===== config.mk =====
export PLATFORM = sky130hd
export DESIGN_NAME = nmea_sentence_deframer
export DESIGN_NICKNAME = d
export VERILOG_FILES = /design/src/design/nsd_pkg.sv /design/src/design/nmea_sentence_deframer.sv /design/src/design/nsd_front.sv /design/src/design/nsd_queue.sv /design/src/design/nsd_back.sv
export SDC_FILE = /design/constraint.sdc
export NUM_CORES = 1
export LEC_CHECK = 0
export BUFFER_PORTS_ARGS = -buffer_cell sky130_fd_sc_hd__clkbuf_2
export CAP_MARGIN = 0
export CORE_ASPECT_RATIO = 1.25
export CORE_MARGIN = 2
export CORE_UTILIZATION = 49
export CTS_BUF_LIST = sky130_fd_sc_hd__clkbuf_16
export DETAILED_ROUTE_END_ITERATION = 8
export PLACE_DENSITY = 0.71
export SLEW_MARGIN = 15
export SYNTH_ARGS = -nofsm -noshare
export SYNTH_HDL_FRONTEND = slang
export SYNTH_SLANG_ARGS = --single-unit
export TNS_END_PERCENT = 100

===== constraint.sdc =====
create_clock -name i_clk -period 8.98 [get_ports i_clk]
set_clock_uncertainty 0.2 [all_clocks]
set_input_delay 0.449 -clock i_clk [delete_from_list [all_inputs] [get_ports i_clk]]
set_output_delay 0.449 -clock i_clk [all_outputs]
set_load 0.05 [all_outputs]

===== src/design/nsd_pkg.sv =====
// Types and constants of the NMEA sentence deframer.
package nsd_pkg;

    // Character codes.
    localparam logic [7:0] CH_NEWLINE = 8'h0A;
    localparam logic [7:0] CH_DOLLAR  = 8'h24;
    localparam logic [7:0] CH_STAR    = 8'h2A;

    // Sentence identifiers as packed character strings.
    localparam logic [23:0] ID_RMC   = 24'h524D43;
    localparam logic [23:0] ID_GGA   = 24'h474741;
    localparam logic [23:0] ID_GSA   = 24'h475341;
    localparam logic [39:0] ID_GPTXT = 40'h4750545854;
    localparam logic [31:0] ID_PROP  = 32'h504D544B;

    // Sentence kind codes.
    localparam logic [2:0] KIND_UNKNOWN     = 3'd0;
    localparam logic [2:0] KIND_RMC         = 3'd1;
    localparam logic [2:0] KIND_GGA         = 3'd2;
    localparam logic [2:0] KIND_GSA         = 3'd3;
    localparam logic [2:0] KIND_GPTXT       = 3'd4;
    localparam logic [2:0] KIND_PROPRIETARY = 3'd5;

    // Configuration register indexes.
    localparam int unsigned REG_STRICT_CHECKSUM = 0;
    localparam int unsigned REG_COUNT           = 1;

    // Depth of the queue between front and back.
    localparam int unsigned QUEUE_DEPTH = 2;

    typedef struct packed {
        logic [7:0] rx_byte;
        logic       flush;
    } t_in_item;

    typedef struct packed {
        logic [2:0] sentence_kind;
        logic       checksum_ok;
        logic [7:0] computed_checksum;
        logic [7:0] received_checksum;
        logic [9:0] payload_length;
    } t_out_item;

    // An input item after classification.
    typedef struct packed {
        logic [7:0] rx_byte;
        logic       flush;
        logic       is_newline;
        logic       is_dollar;
        logic       is_star;
        logic       is_hex;
        logic [3:0] hex_digit;
    } t_front_item;

endpackage


===== src/design/nmea_sentence_deframer.sv =====
// Top level of the NMEA sentence deframer: front end, queue, back end and config register.
//
// Serial bytes enter as items one per cycle while the input is not stalled; a flush item
// drops the partial line. Each newline that closes a line holding a dollar, a later star
// and at least one byte after that star gives one result item: sentence kind, computed
// and received checksums, match flag and payload length. The sustained rate is one byte
// per cycle while the output is not stalled, set by the back end's state update, which
// settles the running XOR, the counters and the hex digit of a byte. An accepted newline
// passes through the two-entry queue and, when the back end takes it, closes its result
// item into the output register. The input stalls only when the queue is full, which
// happens only after the output has been stalled. Register 0 at byte address 0, bit 0,
// is strict_checksum: when set, sentences with a bad checksum give no result.
module nmea_sentence_deframer #(
    parameter int unsigned LINE_BUFFER_BYTES = 1024
) (
    input  logic              i_clk,
    input  logic              i_rst_n,
    input  logic              i_in_valid,
    output logic              o_in_stall,
    input  nsd_pkg::t_in_item i_in_item,
    output logic              o_out_valid,
    input  logic              i_out_stall,
    output nsd_pkg::t_out_item o_out_item,
    input  logic              psel,
    input  logic              penable,
    input  logic              pwrite,
    input  logic [2:0]        paddr,
    input  logic [31:0]       pwdata,
    output logic [31:0]       prdata,
    output logic              pready
);
    import nsd_pkg::*;

    t_front_item front_item;
    t_front_item q_item;
    logic        push;
    logic        q_full;
    logic        q_valid;
    logic        pop;
    logic        r_strict;
    logic        reg_hit;

    // Configuration register.
    assign pready  = 1'b1;
    assign reg_hit = (32'(paddr[2]) == REG_STRICT_CHECKSUM) && (32'(paddr[2]) < REG_COUNT);
    assign prdata  = reg_hit ? {31'b0, r_strict} : 32'b0;

    always_ff @(posedge i_clk) begin
        if (!i_rst_n) begin
            r_strict <= 1'b0;
        end else if (psel && penable && pwrite && reg_hit) begin
            r_strict <= pwdata[0];
        end
    end

    nsd_front u_front (
        .i_in_valid   (i_in_valid),
        .i_in_item    (i_in_item),
        .i_queue_full (q_full),
        .o_in_stall   (o_in_stall),
        .o_push       (push),
        .o_item       (front_item)
    );

    nsd_queue u_queue (
        .i_clk   (i_clk),
        .i_rst_n (i_rst_n),
        .i_push  (push),
        .i_item  (front_item),
        .o_full  (q_full),
        .i_pop   (pop),
        .o_valid (q_valid),
        .o_item  (q_item)
    );

    nsd_back #(
        .LINE_BUFFER_BYTES (LINE_BUFFER_BYTES)
    ) u_back (
        .i_clk       (i_clk),
        .i_rst_n     (i_rst_n),
        .i_strict    (r_strict),
        .i_q_valid   (q_valid),
        .i_q_item    (q_item),
        .o_pop       (pop),
        .i_out_stall (i_out_stall),
        .o_out_valid (o_out_valid),
        .o_out_item  (o_out_item)
    );

endmodule


===== src/design/nsd_front.sv =====
// Front end: takes input items and classifies each received byte.
module nsd_front (
    input  logic                i_in_valid,
    input  nsd_pkg::t_in_item   i_in_item,
    input  logic                i_queue_full,
    output logic                o_in_stall,
    output logic                o_push,
    output nsd_pkg::t_front_item o_item
);
    import nsd_pkg::*;

    logic [7:0] b;

    assign b          = i_in_item.rx_byte;
    assign o_in_stall = i_queue_full;
    assign o_push     = i_in_valid && !i_queue_full;

    // Character class and hex digit value.
    always_comb begin
        o_item            = '0;
        o_item.rx_byte    = b;
        o_item.flush      = i_in_item.flush;
        o_item.is_newline = (b == CH_NEWLINE);
        o_item.is_dollar  = (b == CH_DOLLAR);
        o_item.is_star    = (b == CH_STAR);
        if (b >= 8'h30 && b <= 8'h39) begin
            o_item.is_hex    = 1'b1;
            o_item.hex_digit = b[3:0];
        end else if ((b >= 8'h41 && b <= 8'h46) || (b >= 8'h61 && b <= 8'h66)) begin
            o_item.is_hex    = 1'b1;
            o_item.hex_digit = b[3:0] + 4'd9;
        end
    end

endmodule


===== src/design/nsd_queue.sv =====
// Short queue of classified items between front and back.
module nsd_queue (
    input  logic                 i_clk,
    input  logic                 i_rst_n,
    input  logic                 i_push,
    input  nsd_pkg::t_front_item i_item,
    output logic                 o_full,
    input  logic                 i_pop,
    output logic                 o_valid,
    output nsd_pkg::t_front_item o_item
);
    import nsd_pkg::*;

    localparam int unsigned PW = (QUEUE_DEPTH > 1) ? $clog2(QUEUE_DEPTH) : 1;
    localparam int unsigned CW = $clog2(QUEUE_DEPTH + 1);

    t_front_item r_mem [QUEUE_DEPTH];
    logic [PW-1:0] r_wr, n_wr, r_rd, n_rd;
    logic [CW-1:0] r_count, n_count;

    assign o_full  = (r_count == CW'(QUEUE_DEPTH));
    assign o_valid = (r_count != '0);
    assign o_item  = r_mem[r_rd];

    // Pointer and fill count updates.
    always_comb begin
        n_wr    = r_wr;
        n_rd    = r_rd;
        n_count = r_count;
        if (i_push) begin
            n_wr = (r_wr == PW'(QUEUE_DEPTH - 1)) ? '0 : r_wr + 1'b1;
        end
        if (i_pop) begin
            n_rd = (r_rd == PW'(QUEUE_DEPTH - 1)) ? '0 : r_rd + 1'b1;
        end
        if (i_push && !i_pop) begin
            n_count = r_count + 1'b1;
        end else if (!i_push && i_pop) begin
            n_count = r_count - 1'b1;
        end
    end

    always_ff @(posedge i_clk) begin
        if (!i_rst_n) begin
            r_wr    <= '0;
            r_rd    <= '0;
            r_count <= '0;
        end else begin
            r_wr    <= n_wr;
            r_rd    <= n_rd;
            r_count <= n_count;
        end
    end

    // Entry storage.
    always_ff @(posedge i_clk) begin
        if (i_push) begin
            r_mem[r_wr] <= i_item;
        end
    end

endmodule


===== src/design/nsd_back.sv =====
// Back end: line state, checksum, sentence kind and the output register.
module nsd_back #(
    parameter int unsigned LINE_BUFFER_BYTES = 1024
) (
    input  logic                 i_clk,
    input  logic                 i_rst_n,
    input  logic                 i_strict,
    input  logic                 i_q_valid,
    input  nsd_pkg::t_front_item i_q_item,
    output logic                 o_pop,
    input  logic                 i_out_stall,
    output logic                 o_out_valid,
    output nsd_pkg::t_out_item   o_out_item
);
    import nsd_pkg::*;

    localparam int unsigned LW = $clog2(LINE_BUFFER_BYTES + 1);
    localparam int unsigned BW = $clog2(LINE_BUFFER_BYTES);
    localparam int unsigned EW = (BW > 10) ? BW : 10;

    logic [LW-1:0] r_line, n_line;
    logic          r_dollar, n_dollar;
    logic [7:0]    r_xor, n_xor;
    logic [7:0]    r_xor_star, n_xor_star;
    logic          r_star, n_star;
    logic [1:0]    r_after, n_after;
    logic [7:0]    r_hex, n_hex;
    logic          r_hex_stop, n_hex_stop;
    logic [7:0]    r_id [5];
    logic [7:0]    n_id [5];
    logic [BW-1:0] r_body, n_body;
    logic [BW-1:0] r_body_star, n_body_star;

    logic          r_out_valid;
    t_out_item     r_out_item;

    logic          emit;
    logic          ok;
    logic [2:0]    kind;
    logic [EW-1:0] len_ext;
    logic [9:0]    len;
    t_front_item   it;

    assign it          = i_q_item;
    assign o_pop       = i_q_valid && (!r_out_valid || !i_out_stall);
    assign o_out_valid = r_out_valid;
    assign o_out_item  = r_out_item;

    // Sentence kind from the first five payload bytes, first match wins.
    always_comb begin
        kind = KIND_UNKNOWN;
        if (r_body_star >= BW'(5) && {r_id[2], r_id[3], r_id[4]} == ID_RMC) begin
            kind = KIND_RMC;
        end else if (r_body_star >= BW'(5) && {r_id[2], r_id[3], r_id[4]} == ID_GGA) begin
            kind = KIND_GGA;
        end else if (r_body_star >= BW'(5) && {r_id[2], r_id[3], r_id[4]} == ID_GSA) begin
            kind = KIND_GSA;
        end else if (r_body_star >= BW'(5)
                     && {r_id[0], r_id[1], r_id[2], r_id[3], r_id[4]} == ID_GPTXT) begin
            kind = KIND_GPTXT;
        end else if (r_body_star >= BW'(4) && {r_id[0], r_id[1], r_id[2], r_id[3]} == ID_PROP) begin
            kind = KIND_PROPRIETARY;
        end
    end

    // Payload length saturates at the width of the output field.
    assign len_ext = EW'(r_body_star);
    assign len     = (len_ext > EW'(1023)) ? 10'd1023 : len_ext[9:0];
    assign ok      = (r_xor_star == r_hex);

    // Per-byte update of the line state.
    always_comb begin
        n_line      = r_line;
        n_dollar    = r_dollar;
        n_xor       = r_xor;
        n_xor_star  = r_xor_star;
        n_star      = r_star;
        n_after     = r_after;
        n_hex       = r_hex;
        n_hex_stop  = r_hex_stop;
        n_id        = r_id;
        n_body      = r_body;
        n_body_star = r_body_star;
        emit        = 1'b0;

        if (it.flush || it.is_newline) begin
            // A newline closes the line; a sentence is complete only with a
            // dollar, a later star and at least one byte after that star.
            emit = !it.flush && it.is_newline && r_dollar && r_star && (r_after != 2'd0)
                   && (ok || !i_strict);
            n_line      = '0;
            n_dollar    = 1'b0;
            n_xor       = '0;
            n_xor_star  = '0;
            n_star      = 1'b0;
            n_after     = '0;
            n_hex       = '0;
            n_hex_stop  = 1'b0;
            n_body      = '0;
            n_body_star = '0;
            for (int i = 0; i < 5; i++) begin
                n_id[i] = '0;
            end
        end else if (r_line + 1'b1 >= LW'(LINE_BUFFER_BYTES)) begin
            // Line buffer full without a newline: drop the line.
            n_line      = '0;
            n_dollar    = 1'b0;
            n_xor       = '0;
            n_xor_star  = '0;
            n_star      = 1'b0;
            n_after     = '0;
            n_hex       = '0;
            n_hex_stop  = 1'b0;
            n_body      = '0;
            n_body_star = '0;
            for (int i = 0; i < 5; i++) begin
                n_id[i] = '0;
            end
        end else if (!r_dollar) begin
            n_line = r_line + 1'b1;
            if (it.is_dollar) begin
                n_dollar = 1'b1;
                n_xor    = '0;
                n_body   = '0;
                n_star   = 1'b0;
            end
        end else begin
            n_line = r_line + 1'b1;
            if (it.is_star) begin
                n_star      = 1'b1;
                n_xor_star  = r_xor;
                n_body_star = r_body;
                n_after     = '0;
                n_hex       = '0;
                n_hex_stop  = 1'b0;
            end else if (r_star) begin
                if (r_after < 2'd2 && !r_hex_stop) begin
                    if (it.is_hex) begin
                        n_hex = {r_hex[3:0], it.hex_digit};
                    end else begin
                        n_hex_stop = 1'b1;
                    end
                end
                if (r_after != 2'd3) begin
                    n_after = r_after + 2'd1;
                end
            end
            for (int i = 0; i < 5; i++) begin
                if (r_body == BW'(i)) begin
                    n_id[i] = it.rx_byte;
                end
            end
            n_xor  = r_xor ^ it.rx_byte;
            n_body = r_body + 1'b1;
        end
    end

    // Line state registers advance on each item taken from the queue.
    always_ff @(posedge i_clk) begin
        if (!i_rst_n) begin
            r_line      <= '0;
            r_dollar    <= 1'b0;
            r_xor       <= '0;
            r_xor_star  <= '0;
            r_star      <= 1'b0;
            r_after     <= '0;
            r_hex       <= '0;
            r_hex_stop  <= 1'b0;
            r_body      <= '0;
            r_body_star <= '0;
            for (int i = 0; i < 5; i++) begin
                r_id[i] <= '0;
            end
        end else if (o_pop) begin
            r_line      <= n_line;
            r_dollar    <= n_dollar;
            r_xor       <= n_xor;
            r_xor_star  <= n_xor_star;
            r_star      <= n_star;
            r_after     <= n_after;
            r_hex       <= n_hex;
            r_hex_stop  <= n_hex_stop;
            r_body      <= n_body;
            r_body_star <= n_body_star;
            r_id        <= n_id;
        end
    end

    // Output register holds a result item until it is taken.
    always_ff @(posedge i_clk) begin
        if (!i_rst_n) begin
            r_out_valid <= 1'b0;
        end else if (o_pop && emit) begin
            r_out_valid <= 1'b1;
        end else if (!i_out_stall) begin
            r_out_valid <= 1'b0;
        end
    end

    always_ff @(posedge i_clk) begin
        if (o_pop && emit) begin
            r_out_item.sentence_kind     <= kind;
            r_out_item.checksum_ok       <= ok;
            r_out_item.computed_checksum <= r_xor_star;
            r_out_item.received_checksum <= r_hex;
            r_out_item.payload_length    <= len;
        end
    end

endmodule


# After elaboration in Yosys (flattened, before gate mapping)
# Memory sizes are Yosys's and may differ from the RTL's. A register that Yosys moved wholly into a read port is not among the register bits.
# Cells that the tools add are included.
# word_totals
regBits,136
ramBits,34
elab_cells,203
mem_count,1
# op_classes
add_sub_neg,8
n_lt_le_gt_ge,12
n_eq_ne,18
muxes,73
bitwise,2
reduce_logical,63
# mem_list
name,words,width,read_ports,rd_clocked_by_memory_dff,wr,line,source
u_queue.r_mem,2,17,1,1,1,nsd_queue.sv:17,t_front_item r_mem [QUEUE_DEPTH];
# op_table
cell,n
$mux W8,20
$mux W40,3
$mux W10,8
$eq A24 B23 Y1 const B,3
$eq A40 B39 Y1 const B,1
$eq A32 B31 Y1 const B,1
$mux W1,26
$logic_and A1 B1 Y1,23
$mux W11,2
$reduce_and A3 Y1,7
$reduce_bool A3 Y1,7
$eq A10 B2 Y1 const B,2
$ge A10 B3 Y1 const B,2
$mux W2,10
$reduce_bool A4 Y1,5
$eq A8 B6 Y1 const B,2
$ge A8 B7 Y1 const B,2
$le A8 B7 Y1 const B,2
$add A11 B1 Y11 const B,1
$ge A11 B11 Y1 const B,1
$add A10 B1 Y10 const B,1
$eq A10 B1 Y1 const B,1
$eq A10 B3 Y1 const B,1
$gt A10 B10 Y1 const B,1
27 further kinds,44

# Depth between registers and ports, before layout
# logic_depth
word_depth,9
mapped_depth,9
ltp_nobuf,7

# Modules after synthesis
# Synthesis repeated with hierarchy kept, for this count alone.
# hier_totals
cells_unflattened,695
hier_area_um2,7437.1
# modules_own_cells
module,instances,cells_per_inst,area_each_um2,seq_area_each_um2
nsd_back,1,532,5336.4,2922.8
nsd_queue,1,75,1446.4,1121.1
nsd_front,1,48,339.1,0.0
nmea_sentence_deframer,1,40,315.3,20.0

# Worst setup path before layout
# No wires, ideal clock.
# synth_timing
path_type,register -> register
startpoint,"register u_back.r_out_valid, in the netlist u_back.o_out_valid"
endpoint,"register u_back.r_out_item, in the netlist u_back.o_out_item[0] (enable)"
setup_ns,0.585
arrival_time_ns,6.138
required_time_ns,8.195
slack_ns,2.056
path_stages_with_launch,5
n_path_buf,1
synth_period_minus_slack_ns,6.924
cell_sequence,dfxtp_1 a2bb2oi_1 nand2_1 clkbuf_1 a2111oi_0
# synth_between
elab_chain_len,4
# synth_lines
item,line,source
"start, declared",nsd_back.sv:34,logic r_out_valid;
"start signal, assigned",nsd_back.sv:192,r_out_valid <= 1'b0;
"start signal, assigned",nsd_back.sv:194,r_out_valid <= 1'b1;
"start signal, assigned",nsd_back.sv:196,r_out_valid <= 1'b0;
$logic_not A1 Y1,nsd_back.sv:45,assign o_pop = i_q_valid && (!r_out_valid || !i_out_stall);
$logic_or A1 B1 Y1,nsd_back.sv:45,
$logic_and A1 B1 Y1,nsd_back.sv:45,
$logic_and A1 B1 Y1,nsd_back.sv:201,if (o_pop && emit) begin
"end, declared",nsd_back.sv:35,t_out_item r_out_item;
# Every way passes these cells.
# A chain may end at the register's enable or synchronous reset.

==> summary.md <==
Setup violations remaining at the end of the flow were counted as 0. The tools report the total congestion overflow as 0. The run finished, with violations left.

For the number of antenna violations at the first check in global routing, the log shows 0. Vertical die dimension: 141 um. The checks that failed: DRC.

Setup repair after global routing left no endpoint under its margin. In this run the critical register-to-register path is captured at u_back.len_ext[2]. The proportion of layout cells with a drive suffix above 1 was 0.148. The floorplan has 49 rows. The initial cell density of the core is 0.505. The logs give 7 for the number of detailed-route iterations in the first pass and 0 for the number of antenna cells inserted. The number of design-rule violations left by the first detailed-router iteration was 368.

The worst hold path belongs to the class in2reg. Clock-pin slew on the worst setup and hold paths: 0.07 ns. The total clock buffers created by CTS was 17; the fraction of met3 tracks used by global routing was 0.0383. Total die area: 0.0159 mm^2.

The worst register-to-register path has a depth of 5. The category of the most critical setup path is reg2reg. The sequential share of the synthesized area was 0.556.

The required time at the worst-slack endpoint is 9.14 ns, and the relative slew slack is 0.268. For the worst-skew pair, the clock arrives at the later sink with an insertion delay of 0.43 ns. The wire length of the first global-routing pass is 25000 um, and the number of nets in the finished design is 781.

Synthesis produced a netlist whose cell count is 681. Based on the critical path, the design can be clocked at up to 321 MHz. Along the worst path, the maximum fanout reaches 20. The number of cells upsized or downsized after cts is 0, and the maximum vdd drop is 0.153 mV.

Counting instances in the post-synthesis netlist gives the leading cell types as dfxtp_1, edfxtp_1, inv_1, nand3_1, nor2_1. For this design the static power due to leakage is 0.00293 uW. TritonCTS built the clock tree. Kind of end point of the critical path: a flop.

The layer flagged by global routing as most heavily used is met2. The number of input and output port buffers inserted is 50. The tool flagged a number of max-cap violations equal to 0. The post-detailed-route via-to-cell ratio was 5.72; the number of flops mapped to enable cells by yosys was 64. The number of hold buffers added after CTS was 0.

The power density over the cells was 261 mW/mm^2. Number of sinks on the clock net: 171. The detail route stage leaves a number of antenna-violating nets equal to 0.

The max-slew violation total from the final report is 0, and the total of warnings raised by yosys is 0. Entering global routing, the biggest net connects 36 pins. After detailed routing, the number of remaining DRC violations is 4. For the global routing usage on met1, the log shows 0.234. Adding up every negative setup slack in the final design gives 0 ns. Category of the worst setup path launch point: a flop.

In this run the number of H-tree levels came out at 4. After synthesis, the cell types taking the most area are dfxtp_1, edfxtp_1, buf_4. The run gives 0.196 as the global-route usage over all layers. The logs give 0 for the final number of hold-violating endpoints and 1212 for the filler cell count. Setup slack on the worst reg-to-reg path comes out at 5.86 ns. Wires add up to 15300 um. Among all cell types in the netlist, the one instantiated most often is dfxtp_1. From synthesis to final layout, the design area changed by 11.9%. The number of global-route vias before repair is 5147. In this run the cell area of the synthesized design comes to 0.00731 mm^2. Leaving out filler cells and counting taps, the final layout contains 909. In the synthesized netlist the dominant register cell turns out to be dfxtp_1. The transition time of the tightest slew-check pin works out to 1.10 ns.

CTS placed an instance of clkbuf_16 at the clock tree root. For the post-CTS repair timing setup buffer count, the log shows 0. The critical path ends at u_back.len_ext[2].

The smallest clock period supported by the final layout is computed as 3.12 ns. Maximum root-to-sink buffer count: 2. The biggest area consumer among synthesized cells was dfxtp_1. The area of the core region is 0.0145 mm^2.

At the end of routability-driven placement, the weighted congestion stood at 0.837. In the final routed layout, each cell accounts on average for 16.8 um. The endpoint arrival time on the critical path is 3.28 ns, and the die width is 113 um. The netlist uses 61 different library cells.

The synthesized design contains 171 register bits. The met2 track demand over resource is 0.347, and the half-perimeter wire length of the detailed placement result is 10400 um. Area share of the largest cell type after synthesis: 0.293.

The proportion of register bits with asynchronous set or reset after synthesis is 0. The via count was 5197; the cell total after placement was 877. The average instance area after synthesis was 10.7 um^2; the number of top-level pins was 116. The final worst-path cycle share is 0.347.
state kept, by name, summed over array words and instances, names as in the netlist, 10 cells and up, named ones only:
name and flops:
u_back.r_id 40, u_back.o_out_item 30, u_back.r_line 11, u_back.len_ext 10, u_queue.r_mem 34, u_back.r_body 10
worst min-delay path by stage:
stage / slack [ns] / to / from / cells after the start
global route: 0.02 / u_queue.r_mem[1][8] / i_in_item[0] / 1
global placement: 0.25 / u_back.o_out_item[8] / u_back.len_ext[8] / 0
CTS: 0.02 / u_queue.r_mem[1][8] / i_in_item[0] / 1
detailed placement: 0.25 / u_back.o_out_item[6] / u_back.len_ext[6] / 0
floorplan: 0.24 / u_back.r_hex_stop / u_back.r_hex_stop / 1
finish: 0.03 / u_queue.r_mem[1][8] / i_in_item[0] / 1
layer usage:
metal / up-vias / routed length [um]
li1: 2505 / -
met1: 2514 / 6340
met2: 157 / 7900
met3: 21 / 699
met4: 0 / 311
met5: - / 0
critical path: stages, from the launching register on:
cell,delay (ns)
dfxtp_1,0.95
nor3b_1,0.32
o21ai_0,0.24
nor3_4,0.35
nor3b_4,0.74
a22o_1,0.23
cell type report:
cell class | instances | area (um^2) | area share
clock inverters | 14 | 179 | 0.0219
flip-flops and latches | 171 | 4060 | 0.497
multi-input cells | 428 | 2810 | 0.344
inverters | 46 | 173 | 0.0211
clock buffers | 18 | 450 | 0.0550
repair buffers | 54 | 280 | 0.0343
well taps | 178 | 223 | 0.0272
per-stage QoR:
step	utilization	setup slack (ns)	hold slack, ns	power, uW	area, um^2
6_report	0.566	5.86	0.0281	2140	8180
5_1_grt	0.566	5.56	0.0224	2230	8180
4_1_cts	0.566	5.82	0.0202	2140	8180
3_5_place_dp	0.522	5.88	0.251	1370	7550
3_3_place_gp	0.522	5.96	0.245	1350	7550
2_1_floorplan	-	2.06	0.240	1260	7430
cell families (layout without fill, tap and decap cells):
family / after synthesis / in the layout / share of synthesized area
muxes: 18 / 18 / 0.0255
adders and majority gates: 12 / 12 / 0.0205
xor gates and xnor gates: 21 / 21 / 0.0252
buffers and inverters: 112 / 132 / 0.0758
other: 2 / 32 / 0.00103
and+or+nand+nor: 203 / 203 / 0.162
AOI/OAI and AO/OA: 142 / 142 / 0.134
DFF: 171 / 171 / 0.556
report_power, final:
part / switching, uW / internal [uW] / total, uW
sequential: 56.5 / 858 / 915
combinational: 314 / 130 / 444
clock: 318 / 461 / 779
total: 688 / 1450 / 2140
cells in the final DEF, fill, tap and decap left out, drive strengths merged, types with 9 or more instances in the layout:
| master | instances |
|---|---|
| o21ai | 11 |
| nor3 | 9 |
| nand4 | 12 |
| a21oi | 26 |
| xor2 | 13 |
| or4 | 17 |
| clkbuf | 68 |
| mux2i | 13 |
| ha | 12 |
| a22o | 26 |
| nand2 | 29 |
| dfxtp | 107 |
| o22ai | 33 |
| nand3 | 36 |
| conb | 32 |
| inv | 54 |
| a21boi | 9 |
| nor4 | 17 |
| edfxtp | 64 |
| o31ai | 15 |
| nor2 | 35 |
(Power assumes the default switching activity.)
